## src/design/rcf_pkg.sv

```systemverilog
// Shared constants, types and helpers of the radix converter.
// No dependencies; imported by every module of the block.
package rcf_pkg;

  localparam int INT_BITS_DEF     = 40;
  localparam int MAX_FRAC_IN_DEF  = 12;
  localparam int MAX_FRAC_OUT_DEF = 16;

  localparam logic [1:0] ST_OK        = 2'd0;
  localparam logic [1:0] ST_BAD_DIGIT = 2'd1;
  localparam logic [1:0] ST_OVERFLOW  = 2'd2;

  localparam logic CFG_SRC_BASE = 1'b0;
  localparam logic CFG_DST_BASE = 1'b1;

  localparam logic [4:0] BASE_RESET = 5'd10;
  localparam logic [4:0] BASE_MIN   = 5'd2;
  localparam logic [4:0] BASE_MAX   = 5'd16;

  localparam logic [7:0] CHAR_ZERO = 8'h30;
  localparam logic [7:0] CHAR_NINE = 8'h39;
  localparam logic [7:0] CHAR_A    = 8'h41;
  localparam logic [7:0] CHAR_F    = 8'h46;

  typedef struct packed {
    logic full;
    logic empty;
  } rcf_fifo_stat_t;

  function automatic logic [4:0] clamp_base(input logic [4:0] b);
    logic [4:0] r;
    r = b;
    if (b < BASE_MIN) r = BASE_MIN;
    else if (b > BASE_MAX) r = BASE_MAX;
    return r;
  endfunction

  function automatic logic [7:0] to_char(input logic [3:0] d);
    logic [7:0] c;
    if (d < 4'd10) c = CHAR_ZERO + {4'd0, d};
    else c = CHAR_A + {4'd0, d} - 8'd10;
    return c;
  endfunction

endpackage

```

## src/design/radix_converter_with_fraction.sv

```systemverilog
// Top level of the radix converter: configuration registers, front end,
// job queue and back end. Depends on rcf_pkg, rcf_front, rcf_fifo, rcf_back.
//
// Usage: digits arrive on the in_ ports, one item per clock when start is
// high and busy is low, integer digits first, then fraction digits; in_last
// marks the final digit and in_negative is taken with it. Each finished
// number is queued (two numbers deep); busy is high only while that queue
// is full.
// Results leave on the out_ ports, one per out_valid strobe, most significant
// integer digit first, then fraction digits; out_end_of_run marks the last.
// Each integer digit is found by bit-serial division and later read back
// from the digit store; each fraction digit takes one multiply and four
// shift-subtract steps. An error number yields a single item in the cycle
// after it leaves the queue.
// The receiver cannot stall: every strobe is one taken item.
// cfg_we writes register cfg_index (0 source base, 1 destination base);
// write only while idle. Synchronous reset sets both bases to 10 and clears
// accumulators and queue; no clearing pass is needed.
module radix_converter_with_fraction #(
  parameter int INT_BITS     = rcf_pkg::INT_BITS_DEF,
  parameter int MAX_FRAC_IN  = rcf_pkg::MAX_FRAC_IN_DEF,
  parameter int MAX_FRAC_OUT = rcf_pkg::MAX_FRAC_OUT_DEF
) (
  input  logic       clk,
  input  logic       rst_n,
  input  logic       start,
  output logic       busy,
  input  logic [7:0] in_digit_char,
  input  logic       in_fraction,
  input  logic       in_negative,
  input  logic       in_last,
  output logic       out_valid,
  output logic [7:0] out_char,
  output logic       out_fraction,
  output logic       out_sign,
  output logic [1:0] out_status,
  output logic       out_end_of_run,
  input  logic       cfg_we,
  input  logic       cfg_index,
  input  logic [4:0] cfg_wdata
);
  import rcf_pkg::*;

  localparam int FW = 4 * MAX_FRAC_IN;
  localparam int JW = INT_BITS + FW + (FW + 1) + 3;

  logic [4:0] src_base_r, dst_base_r;
  logic [4:0] src_base, dst_base;

  always_ff @(posedge clk) begin
    if (!rst_n) begin
      src_base_r <= BASE_RESET;
      dst_base_r <= BASE_RESET;
    end else if (cfg_we) begin
      case (cfg_index)
        CFG_SRC_BASE: src_base_r <= cfg_wdata;
        CFG_DST_BASE: dst_base_r <= cfg_wdata;
        default: ;
      endcase
    end
  end

  assign src_base = clamp_base(src_base_r);
  assign dst_base = clamp_base(dst_base_r);

  logic                accept, push, pop;
  logic [INT_BITS-1:0] f_int, b_int;
  logic [FW-1:0]       f_num, b_num;
  logic [FW:0]         f_den, b_den;
  logic [1:0]          f_err, b_err;
  logic                f_neg, b_neg;
  logic [JW-1:0]       q_wdata, q_rdata;
  rcf_fifo_stat_t      q_stat;

  assign busy   = q_stat.full;
  assign accept = start && !busy;

  rcf_front #(.INT_BITS(INT_BITS), .MAX_FRAC_IN(MAX_FRAC_IN)) u_front (
    .clk, .rst_n, .accept,
    .digit_char(in_digit_char), .frac_digit(in_fraction),
    .negative(in_negative), .last(in_last), .src_base,
    .push, .job_int(f_int), .job_num(f_num), .job_den(f_den),
    .job_err(f_err), .job_neg(f_neg)
  );

  assign q_wdata = {f_neg, f_err, f_den, f_num, f_int};

  rcf_fifo #(.WIDTH(JW), .DEPTH(2)) u_queue (
    .clk, .rst_n, .push, .wdata(q_wdata), .pop, .rdata(q_rdata), .stat(q_stat)
  );

  assign {b_neg, b_err, b_den, b_num, b_int} = q_rdata;

  rcf_back #(
    .INT_BITS(INT_BITS), .MAX_FRAC_IN(MAX_FRAC_IN), .MAX_FRAC_OUT(MAX_FRAC_OUT)
  ) u_back (
    .clk, .rst_n, .dst_base, .fifo_stat(q_stat),
    .job_int(b_int), .job_num(b_num), .job_den(b_den),
    .job_err(b_err), .job_neg(b_neg), .pop,
    .out_valid, .out_char, .out_fraction, .out_sign, .out_status, .out_end_of_run
  );

endmodule

```

## src/design/rcf_front.sv

```systemverilog
// Front end: decodes digit characters and accumulates integer and fraction.
// Pushes one finished number per last digit into the job queue. Uses rcf_pkg.
module rcf_front #(
  parameter int INT_BITS    = rcf_pkg::INT_BITS_DEF,
  parameter int MAX_FRAC_IN = rcf_pkg::MAX_FRAC_IN_DEF
) (
  input  logic                       clk,
  input  logic                       rst_n,
  input  logic                       accept,
  input  logic [7:0]                 digit_char,
  input  logic                       frac_digit,
  input  logic                       negative,
  input  logic                       last,
  input  logic [4:0]                 src_base,
  output logic                       push,
  output logic [INT_BITS-1:0]        job_int,
  output logic [4*MAX_FRAC_IN-1:0]   job_num,
  output logic [4*MAX_FRAC_IN:0]     job_den,
  output logic [1:0]                 job_err,
  output logic                       job_neg
);
  import rcf_pkg::*;

  localparam int FW = 4 * MAX_FRAC_IN;
  localparam int VW = INT_BITS + 5;
  localparam int CW = $clog2(MAX_FRAC_IN + 1);

  logic [INT_BITS-1:0] int_r, int_nxt;
  logic [FW-1:0]       num_r, num_nxt;
  logic [FW:0]         den_r, den_nxt;
  logic [CW-1:0]       cnt_r, cnt_nxt;
  logic [1:0]          err_r, err_nxt;

  logic [3:0]    dig;
  logic          ok;
  logic [VW-1:0] iv;

  always_comb begin
    dig = 4'd0;
    ok  = 1'b1;
    if (digit_char >= CHAR_ZERO && digit_char <= CHAR_NINE) begin
      dig = 4'(digit_char - CHAR_ZERO);
    end else if (digit_char >= CHAR_A && digit_char <= CHAR_F) begin
      dig = 4'(digit_char - CHAR_A + 8'd10);
    end else begin
      ok = 1'b0;
    end
    if (ok && {1'b0, dig} >= src_base) ok = 1'b0;

    iv = VW'(int_r) * VW'(src_base) + VW'(dig);

    int_nxt = int_r;
    num_nxt = num_r;
    den_nxt = den_r;
    cnt_nxt = cnt_r;
    err_nxt = err_r;
    if (!ok) begin
      if (err_r == ST_OK) err_nxt = ST_BAD_DIGIT;
    end else if (frac_digit) begin
      // drop fraction digits past the input limit
      if (cnt_r < CW'(MAX_FRAC_IN)) begin
        num_nxt = FW'(FW'(num_r) * FW'(src_base) + FW'(dig));
        den_nxt = (FW + 1)'(den_r * (FW + 1)'(src_base));
        cnt_nxt = cnt_r + 1'b1;
      end
    end else begin
      if (iv > VW'({INT_BITS{1'b1}})) begin
        int_nxt = {INT_BITS{1'b1}};
        if (err_r == ST_OK) err_nxt = ST_OVERFLOW;
      end else begin
        int_nxt = iv[INT_BITS-1:0];
      end
    end
  end

  assign push    = accept && last;
  assign job_int = int_nxt;
  assign job_num = num_nxt;
  assign job_den = den_nxt;
  assign job_err = err_nxt;
  assign job_neg = negative;

  always_ff @(posedge clk) begin
    if (!rst_n || push) begin
      int_r <= '0;
      num_r <= '0;
      den_r <= (FW + 1)'(1);
      cnt_r <= '0;
      err_r <= ST_OK;
    end else if (accept) begin
      int_r <= int_nxt;
      num_r <= num_nxt;
      den_r <= den_nxt;
      cnt_r <= cnt_nxt;
      err_r <= err_nxt;
    end
  end

endmodule

```

## src/design/rcf_fifo.sv

```systemverilog
// Short job queue between the front and back ends.
// Uses rcf_pkg for the status struct.
module rcf_fifo #(
  parameter int WIDTH = 8,
  parameter int DEPTH = 2
) (
  input  logic                    clk,
  input  logic                    rst_n,
  input  logic                    push,
  input  logic [WIDTH-1:0]        wdata,
  input  logic                    pop,
  output logic [WIDTH-1:0]        rdata,
  output rcf_pkg::rcf_fifo_stat_t stat
);
  import rcf_pkg::*;

  localparam int PW = $clog2(DEPTH);
  localparam int CW = $clog2(DEPTH + 1);

  logic [WIDTH-1:0] mem_r [DEPTH];
  logic [PW-1:0]    wr_ptr_r, rd_ptr_r;
  logic [CW-1:0]    cnt_r;

  assign rdata      = mem_r[rd_ptr_r];
  assign stat.full  = (cnt_r == CW'(DEPTH));
  assign stat.empty = (cnt_r == '0);

  always_ff @(posedge clk) begin
    if (push) mem_r[wr_ptr_r] <= wdata;
  end

  always_ff @(posedge clk) begin
    if (!rst_n) begin
      wr_ptr_r <= '0;
      rd_ptr_r <= '0;
      cnt_r    <= '0;
    end else begin
      if (push) wr_ptr_r <= (wr_ptr_r == PW'(DEPTH - 1)) ? '0 : wr_ptr_r + 1'b1;
      if (pop)  rd_ptr_r <= (rd_ptr_r == PW'(DEPTH - 1)) ? '0 : rd_ptr_r + 1'b1;
      cnt_r <= cnt_r + CW'(push) - CW'(pop);
    end
  end

endmodule

```

## src/design/rcf_back.sv

```systemverilog
// Back end: turns one queued number into destination-base digit items.
// Bit-serial integer division, digit store, fraction by shift-subtract. Uses rcf_pkg.
module rcf_back #(
  parameter int INT_BITS     = rcf_pkg::INT_BITS_DEF,
  parameter int MAX_FRAC_IN  = rcf_pkg::MAX_FRAC_IN_DEF,
  parameter int MAX_FRAC_OUT = rcf_pkg::MAX_FRAC_OUT_DEF
) (
  input  logic                       clk,
  input  logic                       rst_n,
  input  logic [4:0]                 dst_base,
  input  rcf_pkg::rcf_fifo_stat_t    fifo_stat,
  input  logic [INT_BITS-1:0]        job_int,
  input  logic [4*MAX_FRAC_IN-1:0]   job_num,
  input  logic [4*MAX_FRAC_IN:0]     job_den,
  input  logic [1:0]                 job_err,
  input  logic                       job_neg,
  output logic                       pop,
  output logic                       out_valid,
  output logic [7:0]                 out_char,
  output logic                       out_fraction,
  output logic                       out_sign,
  output logic [1:0]                 out_status,
  output logic                       out_end_of_run
);
  import rcf_pkg::*;

  localparam int FW  = 4 * MAX_FRAC_IN;
  localparam int PW  = FW + 4;
  localparam int AW  = $clog2(INT_BITS);
  localparam int NW  = $clog2(INT_BITS + 1);
  localparam int FCW = $clog2(MAX_FRAC_OUT + 1);

  typedef enum logic [2:0] {
    S_IDLE, S_INT_DIV, S_INT_RD, S_INT_OUT, S_FRAC_CHK, S_FRAC_MUL, S_FRAC_DIV
  } state_t;

  state_t              state_r;
  logic [INT_BITS-1:0] int_r;
  logic [3:0]          rem_r;
  logic [AW-1:0]       bit_cnt_r;
  logic [NW-1:0]       n_r;
  logic [AW-1:0]       rd_addr_r;
  logic [3:0]          rd_data_r;
  logic [FW-1:0]       r_r;
  logic [FW:0]         den_r;
  logic [PW-1:0]       prod_r;
  logic [1:0]          step_r;
  logic [3:0]          qdig_r;
  logic [FCW-1:0]      fcnt_r;
  logic                out_valid_r, out_fraction_r, out_sign_r, out_end_r;
  logic [7:0]          out_char_r;
  logic [1:0]          out_status_r;

  logic [3:0]          digit_mem [INT_BITS];

  logic [4:0]          div_t;
  logic                qbit;
  logic [3:0]          rem_new;
  logic [INT_BITS-1:0] q_new;
  logic                wr_en;
  logic [PW-1:0]       den_sh, prod_sub;
  logic                ge;
  logic [3:0]          qdig_new;
  logic                fin;

  always_comb begin
    div_t   = {rem_r, int_r[INT_BITS-1]};
    qbit    = (div_t >= dst_base);
    rem_new = qbit ? 4'(div_t - dst_base) : div_t[3:0];
    q_new   = {int_r[INT_BITS-2:0], qbit};
    wr_en   = (state_r == S_INT_DIV) && (bit_cnt_r == '0);

    den_sh   = PW'(den_r) << step_r;
    ge       = (prod_r >= den_sh);
    prod_sub = ge ? prod_r - den_sh : prod_r;
    qdig_new = qdig_r;
    qdig_new[step_r] = ge;
    fin = (prod_sub == '0) || (fcnt_r == FCW'(MAX_FRAC_OUT - 1));
  end

  assign pop = (state_r == S_IDLE) && !fifo_stat.empty;

  always_ff @(posedge clk) begin
    if (wr_en) digit_mem[n_r[AW-1:0]] <= rem_new;
    rd_data_r <= digit_mem[rd_addr_r];
  end

  always_ff @(posedge clk) begin
    if (!rst_n) begin
      state_r     <= S_IDLE;
      out_valid_r <= 1'b0;
    end else begin
      out_valid_r <= 1'b0;
      case (state_r)
        S_IDLE: begin
          if (!fifo_stat.empty) begin
            int_r      <= job_int;
            r_r        <= job_num;
            den_r      <= job_den;
            rem_r      <= 4'd0;
            bit_cnt_r  <= AW'(INT_BITS - 1);
            n_r        <= '0;
            fcnt_r     <= '0;
            out_sign_r <= job_neg;
            if (job_err != ST_OK) begin
              out_valid_r    <= 1'b1;
              out_char_r     <= 8'd0;
              out_fraction_r <= 1'b0;
              out_status_r   <= job_err;
              out_end_r      <= 1'b1;
            end else begin
              state_r <= S_INT_DIV;
            end
          end
        end
        S_INT_DIV: begin
          int_r <= q_new;
          if (bit_cnt_r == '0) begin
            // digit done: restart for the next one or read back
            rem_r     <= 4'd0;
            bit_cnt_r <= AW'(INT_BITS - 1);
            n_r       <= n_r + 1'b1;
            if (q_new == '0 || n_r == NW'(INT_BITS - 1)) begin
              rd_addr_r <= n_r[AW-1:0];
              state_r   <= S_INT_RD;
            end
          end else begin
            rem_r     <= rem_new;
            bit_cnt_r <= bit_cnt_r - 1'b1;
          end
        end
        S_INT_RD: begin
          state_r <= S_INT_OUT;
        end
        S_INT_OUT: begin
          out_valid_r    <= 1'b1;
          out_char_r     <= to_char(rd_data_r);
          out_fraction_r <= 1'b0;
          out_status_r   <= ST_OK;
          out_end_r      <= 1'b0;
          if (rd_addr_r == '0) begin
            state_r <= S_FRAC_CHK;
          end else begin
            rd_addr_r <= rd_addr_r - 1'b1;
            state_r   <= S_INT_RD;
          end
        end
        S_FRAC_CHK: begin
          if (r_r == '0) begin
            out_valid_r    <= 1'b1;
            out_char_r     <= CHAR_ZERO;
            out_fraction_r <= 1'b1;
            out_status_r   <= ST_OK;
            out_end_r      <= 1'b1;
            state_r        <= S_IDLE;
          end else begin
            state_r <= S_FRAC_MUL;
          end
        end
        S_FRAC_MUL: begin
          prod_r  <= PW'(r_r) * PW'(dst_base);
          step_r  <= 2'd3;
          qdig_r  <= 4'd0;
          state_r <= S_FRAC_DIV;
        end
        S_FRAC_DIV: begin
          prod_r <= prod_sub;
          qdig_r <= qdig_new;
          if (step_r == 2'd0) begin
            out_valid_r    <= 1'b1;
            out_char_r     <= to_char(qdig_new);
            out_fraction_r <= 1'b1;
            out_status_r   <= ST_OK;
            out_end_r      <= fin;
            r_r            <= prod_sub[FW-1:0];
            fcnt_r         <= fcnt_r + 1'b1;
            state_r        <= fin ? S_IDLE : S_FRAC_MUL;
          end else begin
            step_r <= step_r - 1'b1;
          end
        end
        default: state_r <= S_IDLE;
      endcase
    end
  end

  assign out_valid      = out_valid_r;
  assign out_char       = out_char_r;
  assign out_fraction   = out_fraction_r;
  assign out_sign       = out_sign_r;
  assign out_status     = out_status_r;
  assign out_end_of_run = out_end_r;

`ifndef SYNTHESIS
  a_err_single: assert property (@(posedge clk) disable iff (!rst_n)
    out_valid && out_status != ST_OK |-> out_end_of_run && out_char == 8'd0)
    else $error("error item must be the only, final item");
  a_int_not_end: assert property (@(posedge clk) disable iff (!rst_n)
    out_valid && !out_fraction && out_status == ST_OK |-> !out_end_of_run)
    else $error("integer digit marked as end of run");
  a_pop_nonempty: assert property (@(posedge clk) disable iff (!rst_n)
    pop |=> state_r != S_IDLE || out_valid)
    else $error("popped job did not start");
`endif

endmodule
```

## config.mk

```make
export PLATFORM = sky130hd
export DESIGN_NAME = radix_converter_with_fraction
export DESIGN_NICKNAME = d
export VERILOG_FILES = /design/src/design/rcf_pkg.sv /design/src/design/radix_converter_with_fraction.sv /design/src/design/rcf_front.sv /design/src/design/rcf_fifo.sv /design/src/design/rcf_back.sv
export SDC_FILE = /design/constraint.sdc
export NUM_CORES = 2
export LEC_CHECK = 0
export BUFFER_PORTS_ARGS = -buffer_cell sky130_fd_sc_hd__buf_4
export CORE_UTILIZATION = 30
export DETAILED_ROUTE_END_ITERATION = 10
export PLACE_DENSITY_LB_ADDON = 0.3
export RECOVER_POWER = 25
export SYNTH_ARGS = -nofsm -noshare
export SYNTH_HDL_FRONTEND = slang
export SYNTH_SLANG_ARGS = --single-unit
```

## constraint.sdc

```tcl
create_clock -name clk -period 8.78 [get_ports clk]
set_clock_uncertainty 0.05 [all_clocks]
set_input_delay 0.439 -clock clk [delete_from_list [all_inputs] [get_ports clk]]
set_output_delay 0.439 -clock clk [all_outputs]
set_load 0.02 [all_outputs]
```

# Word level (Yosys, flattened, before mapping)
# Memory sizes are Yosys's and may differ from the RTL's. A register that Yosys moved wholly into a read port is not among the register bits.
# Index checks and enable logic that the tools add are counted.
[classes]
n_eq_ne = 18
multipliers = 4
n_mux = 96
bitwise_logic = 2
shift = 1
n_addsub = 23
magnitude_cmp = 17
n_reduce_logical = 41
[ops]
columns = ["cell", "count"]
rows = [
  ["$mux 48", 5],
  ["$mux 40", 4],
  ["$mux 49", 3],
  ["$pmux 52 s2", 1],
  ["$pmux 48 s2", 1],
  ["$pmux 40 s2", 1],
  ["$ge 52x52->1", 1],
  ["$logic_not 52->1", 1],
  ["$mul 48x5->52", 1],
  ["$mux 52", 1],
  ["$shl 49x2->52", 1],
  ["$sub 52x52->52", 1],
  ["$mul 49x5->49", 1],
  ["$add 48x4->48", 1],
  ["$logic_not 48->1", 1],
  ["$mul 48x5->48", 1],
  ["$mux 8", 6],
  ["$add 45x4->45", 1],
  ["$gt 45x40->1 const B", 1],
  ["$mul 40x5->45", 1],
  ["$mux 6", 7],
  ["$logic_not 40->1", 1],
  ["$pmux 6 s2", 3],
  ["$pmux 8 s4", 1],
  ["other kinds (60)", 156],
]
[word_totals]
ff_bits = 396
mem_count = 2
ram_bits = 440
in_bits = 21
word_cells = 232
out_inout_bits = 15
[mem_list]
columns = ["memory", "depth", "word_bits", "read_ports", "rd_clocked_by_memory_dff", "write_ports", "line", "source"]
rows = [
  ["u_queue.mem_r", 2, 140, 1, 1, 1, "rcf_fifo.sv:20", "logic [WIDTH-1:0] mem_r [DEPTH];"],
  ["u_back.digit_mem", 40, 4, 1, 1, 1, "rcf_back.sv:54", "logic [3:0] digit_mem [INT_BITS];"],
]

# Depth between registers and ports, before layout
[depth]
ltp_word = 10
depth_mapped = 27
ltp_nobuf = 26

# Modules after synthesis
# From an unflattened synthesis, not the netlist that was laid out.
[hier_totals]
hier_cells = 6812
hier_area_um2 = 68643.3
[by_module_without_submodules]
columns = ["mod", "seq_area_each_um2", "area_per_inst_um2", "cells_each", "instances"]
rows = [
  ["rcf_back", 11991.5, 29427.0, 2808, 1],
  ["rcf_front", 2862.7, 27976.8, 3490, 1],
  ["rcf_fifo", 8508.2, 10744.1, 457, 1],
  ["radix_converter_with_fraction", 200.2, 495.5, 57, 1],
]

# Least setup slack after synthesis
# Ideal clock, no wire load.
[synth_path]
kind = "register to register"
startpoint = "reg u_queue.cnt_r[1]"
endpoint = "mem u_queue.mem_r[0][0] (netlist bit), enable pin"
setup_time_ns = 0.643
path_stages_with_launch = 5
n_path_buf = 0
period_less_slack_ns = 7.459
t_arrival_ns = 6.766
setup_slack_ns = 1.321
required_ns = 8.087
cell_sequence = "dfxtp_1 > nor2b_1 > nor2b_1 > nand2_1 > nor2_1"
[synth_between]
elab_chain_len = 6
[synth_rtl]
columns = ["item", "line", "source"]
rows = [
  ["start: declaration", "rcf_fifo.sv:22", "logic [CW-1:0] cnt_r;"],
  ["start signal: assignment", "rcf_fifo.sv:40", "cnt_r <= cnt_r + CW'(push) - CW'(pop);"],
  ["$eq 2x2->1", "rcf_fifo.sv:25", "assign stat.full = (cnt_r == CW'(DEPTH));"],
  ["named net busy", "radix_converter_with_fraction.sv:27", "output logic busy,"],
  ["$logic_not 1->1", "radix_converter_with_fraction.sv:76", "assign accept = start && !busy;"],
  ["$logic_and 1x1->1", "radix_converter_with_fraction.sv:76", ""],
  ["$logic_and 1x1->1", "rcf_front.sv:76", "assign push = accept && last;"],
  ["$mux 1", "rcf_fifo.sv:29", "if (push) mem_r[wr_ptr_r] <= wdata;"],
  ["$mux 1 (not written as such)", "rcf_fifo.sv:29", ""],
  ["end: declaration", "rcf_fifo.sv:20", ""],
]
# The timed path passes the listed nets, and every way through them passes these cells.

# Final worst setup path
[layout_path]
startpoint = "reg src_base_r[4]"
endpoint = "mem u_queue.mem_r[1][134] (netlist bit), data pin"
[layout_between]
elab_chain_len = 7
word_cells_on_any_way = 11
cone_classes = "mul: 1; order compare: 3; mux: 6; reduce/logical: 1"
[layout_rtl]
columns = ["item", "line", "source"]
rows = [
  ["start: declaration", "radix_converter_with_fraction.sv:47", "logic [4:0] src_base_r, dst_base_r;"],
  ["start signal: assignment", "radix_converter_with_fraction.sv:56", "CFG_SRC_BASE: src_base_r <= cfg_wdata;"],
  ["$gt 5x5->1", "rcf_pkg.sv:34", "else if (b > BASE_MAX) r = BASE_MAX;"],
  ["$mux 5", "rcf_pkg.sv:34", ""],
  ["$mux 5 (*)", "rcf_pkg.sv:33", "if (b < BASE_MIN) r = BASE_MIN;"],
  ["$mul 49x5->49 / $ge 4x5->1 (equally long branches)", "rcf_front.sv:63, rcf_front.sv:48", ""],
  ["$mux 49 / $logic_and 1x1->1 (equally long branches)", "rcf_front.sv:61, rcf_front.sv:48", ""],
  ["$mux 49 / $mux 1 (equally long branches)", "rcf_front.sv:59, rcf_front.sv:48", ""],
  ["$mux 49 (*)", "rcf_front.sv:57", "if (!ok) begin"],
  ["named net f_den[46]", "radix_converter_with_fraction.sv:69", "logic [FW:0] f_den, b_den;"],
]
# The timed path passes the listed nets; every way through them passes the cells marked *.

==> results.md <==
- Status: complete, but fails checks
- Violated checks: capacitance limit, slew limit
- Skew-Pair Late Insertion Delay: ~0.73 ns
- DRC Markers: 0
- Fmax: between 100 and 150 MHz
- RSZ-0062 raised after global routing: no
- Initial Utilization: 0.302
- Yosys warnings: 0
- Critical-path maximum fanout: 64
- Leakage power: between 30 and 40 nW
- Fillers: ~23000
- Worst Setup End Kind: flop
- Slew at the pin closest to its max-slew limit: ~4 ns
- I/O Buffers: 34
- Mean area per synthesized cell: about 10 um2
- Worst-path clk slew: 0.07 ns
- Largest net degree at the start of global routing: around 120
- CP most frequent cell: fa_1
- Tcrit/Tclk final: 0.833
- Slowest-stage cell, CP: nor2b_4
- Die height: around 470 um
- DRT antenna net count: 0
- Total GRT Usage: 0.158
- Number of synthesized flops with an enable pin: between 600 and 700
- Hold slack: roughly 0.17 ns
- Hold_sp: start
- CTS tree: yes
- Max transition margin: -1.60
- Finished Core Util: 0.332
- Clock root buffer: clkbuf_16
- First-pass GRT wire length: ~280 mm
- WS Path Type: flop to flop
- Dpl ws: 0.784 ns
- DP HPWL: roughly 130 mm
- Most frequent cells in the layout: nand2_1, edfxtp_1, inv_1, fa_1, and2_1
- Ports: 36
- Crit path required time: roughly 9.2 ns
- Chip width: 475 um
- First-pass iteration count of the detailed router: 5
- CTS sink count: 840
- Via count: 48117
- Number of global-route vias before repair: roughly 48000
- P&R area growth vs syn: 9.96%
- Cells after Synth: 6692
- CP Buf/Inv Count: 2
- Via density: 4.99
- Initial antenna violation count: 8
- #FFs+latches synth: 840
- Core area: 222000 um2
- Most common cell after layout, fill and taps aside: nand2_1
- Hold Crit Class: input port to flop
- Top Family by Delay on Critical Path: compound AO/OA/AOI/OAI gates
- Setup_tns: 0 ns
- Routability cong.: around 0.92
- Fin cells: roughly 9600
- Cell Chain, Critical Path: nor2b_4 -> buf_12 -> nand2_1 -> fa_1 -> fa_1 -> fa_1 -> inv_1 -> ha_1 -> a21o_1 -> a21oi_1 -> o21ai_1 -> nand3b_1 -> a211o_1 -> o211ai_1 -> nor3_1 -> o31ai_1 -> a221oi_1 -> o41ai_1 -> xnor2_1 -> o21ai_1
- Nets: around 7500
- Final setup margin: between 1 and 1.5 ns
- Share of layout cells above drive strength 1: 0.0636
- Gr ovfl total: 0
- CTS buffer count: 94
- H-tree levels: 3
- Primary FF master, synth: edfxtp_1
- Syn nets: around 7600
- RR Startpoint: src_base_r[4]$_SDFFE_PN0P_
- WL per Instance: around 19 um
- Final Max Tran Viols: around 560
- Worst Setup SP: src_base_r[4]$_SDFFE_PN0P_
- Final Hold Viols: 0
- Post-synth cell types: between 90 and 100
- Power density over the cells: a little under 200 nW/um2
- Peak supply drop: ~0.00022 V
- Row count: between 150 and 200
- CTS Buffer Depth: 3
- Synth Cell Area: approximately 67000 um2
- Seq/Total Area, Yosys: 0.351
- Setup Buffers After CTS: 0
- Initial DRC Count: 3631
- Post-Route WL: between 150 and 200 mm
- Die area: between 200000 and 250000 um2
- CP peak stage delay: ~0.68 ns
- Endpoints failing setup: 0
- Dpl cells: approximately 9400
- Async SR Flop Fraction: 0
- MaxCap Viol Count: 11
- CP Launch Type: flop
- Post-route minimum period: ~7.3 ns
- Critical path data arrival time: 7.69 ns
[Yosys cell counts, types with 25 or more instances]
| cell type | n | share of area |
|---|---|---|
| and3_1 | 42 | 0.0039 |
| xor2_1 | 107 | 0.014 |
| fa_1 | 525 | 0.16 |
| edfxtp_1 | 674 | 0.30 |
| ha_1 | 374 | 0.070 |
| xnor2_1 | 141 | 0.018 |
| a21oi_1 | 386 | 0.029 |
| and2_1 | 519 | 0.048 |
| nand2_1 | 799 | 0.045 |
| nor2b_1 | 47 | 0.0044 |
| buf_2 | 25 | 0.0019 |
| a211oi_1 | 63 | 0.0071 |
| a21o_1 | 146 | 0.016 |
| inv_1 | 625 | 0.035 |
| o21bai_1 | 44 | 0.0049 |
| nor3_1 | 56 | 0.0042 |
| nand2b_1 | 39 | 0.0036 |
| a31oi_1 | 106 | 0.0099 |
| nor2_1 | 439 | 0.025 |
| buf_1 | 29 | 0.0016 |
| mux2_2 | 70 | 0.012 |
| nand3_1 | 62 | 0.0046 |
| mux2i_1 | 103 | 0.015 |
| nor4_1 | 44 | 0.0041 |
| clkbuf_1 | 263 | 0.015 |
| dfxtp_1 | 166 | 0.050 |
| o21a_1 | 39 | 0.0044 |
| o31ai_1 | 27 | 0.0030 |
| nand4_1 | 60 | 0.0056 |
| mux4_2 | 85 | 0.029 |
| o21ai_0 | 319 | 0.024 |
[tightest hold or removal path: cells and delay by family]
| kind | cells | cell delay, ns |
|---|---|---|
| and+or+nand+nor | 1 | 0.21 |
| AOI/OAI and AO/OA | 1 | 0.15 |
| buffers and inverters | 1 | 0.09 |
[layer usage]
| layer | up-vias | GRT usage | part of all wire |
|---|---|---|---|
| met5 | - | 0 | 0.000073 |
| met4 | 2 | 0.0393 | 0.022 |
| met3 | 202 | 0.0167 | 0.043 |
| met2 | 1012 | 0.250 | 0.45 |
| met1 | 24066 | 0.230 | 0.48 |
| li1 | 22835 | - | - |
[cell families after synthesis]
logic type	Yosys count	synth area share
DFF	840	0.351
adders and majority gates	899	0.227
other	1	0.0000559
buffers and inverters	950	0.0542
xor gates and xnor gates	248	0.0324
and+or+nand+nor	2190	0.158
muxes	258	0.0557
AOI/OAI and AO/OA	1306	0.122
[what timing repair did]
item,CTS,global route
gates resized for setup,0,0
endpoints found under the setup margin,0,0
hold endpoints to repair,12,0
hold buffers,15,0
[final timing paths]
path,endpoint,slack [ns],cells past startpoint
worst max-delay path,u_queue.mem_r[1][134]$_DFFE_PP_,1.46,20
worst min-delay path,u_front.err_r[0]$_SDFFE_PP0P_,0.17,3
worst max register to register,u_queue.mem_r[1][134]$_DFFE_PP_,1.46,20
worst min register to register,u_front.cnt_r[1]$_SDFFE_PP0P_,0.44,2
[through the flow]
step | cell area (um2) | power [mW]
2_1_floorplan | 67000 | 8.81
3_3_place_gp | 70500 | 10.2
3_5_place_dp | 70500 | 10.2
4_1_cts | 73800 | 14.5
5_1_grt | 73700 | 15.2
6_report | 73700 | 14.4
[registers in the layout (all words and copies together), names as in the netlist, 3 cells and up, named ones only]
| register | cells |
|---|---|
| u_back.rd_data_r | 4 |
| u_queue.mem_r | 280 |
| u_back.qdig_r | 4 |
| u_back.rd_addr_r | 6 |
| u_back.bit_cnt_r | 6 |
| u_back.state_r | 3 |
| dst_base_r | 5 |
| u_back.prod_r | 52 |
| u_back.den_r | 49 |
| u_back.fcnt_r | 5 |
| u_back.out_char | 7 |
| u_front.num_r | 48 |
| u_back.int_r | 40 |
| u_front.den_r | 49 |
| u_front.cnt_r | 4 |
| src_base_r | 5 |
| u_back.digit_mem | 160 |
| u_front.int_r | 40 |
| u_back.n_r | 6 |
| u_back.r_r | 48 |
| u_back.rem_r | 4 |
[layout make-up]
class / instances / area (um2) / share of cell area
Antenna cell: 5 / 12.5 / 0.000170
Clock buffer: 116 / 2490 / 0.0337
Clock inverter: 60 / 723 / 0.00981
Inverter: 626 / 2350 / 0.0319
Multi-Input combinational cell: 4902 / 40000 / 0.542
Sequential cell: 840 / 23600 / 0.320
Tap cell: 2975 / 3720 / 0.0505
Timing Repair Buffer: 111 / 866 / 0.0117
[power breakdown]
group | internal [mW] | switching [mW] | total (mW)
Sequential | 5.03 | 0.328 | 5.36
Clock | 2.41 | 1.73 | 4.15
Combinational | 1.88 | 2.99 | 4.88
Note: power is estimated with default switching activity, not from simulation.
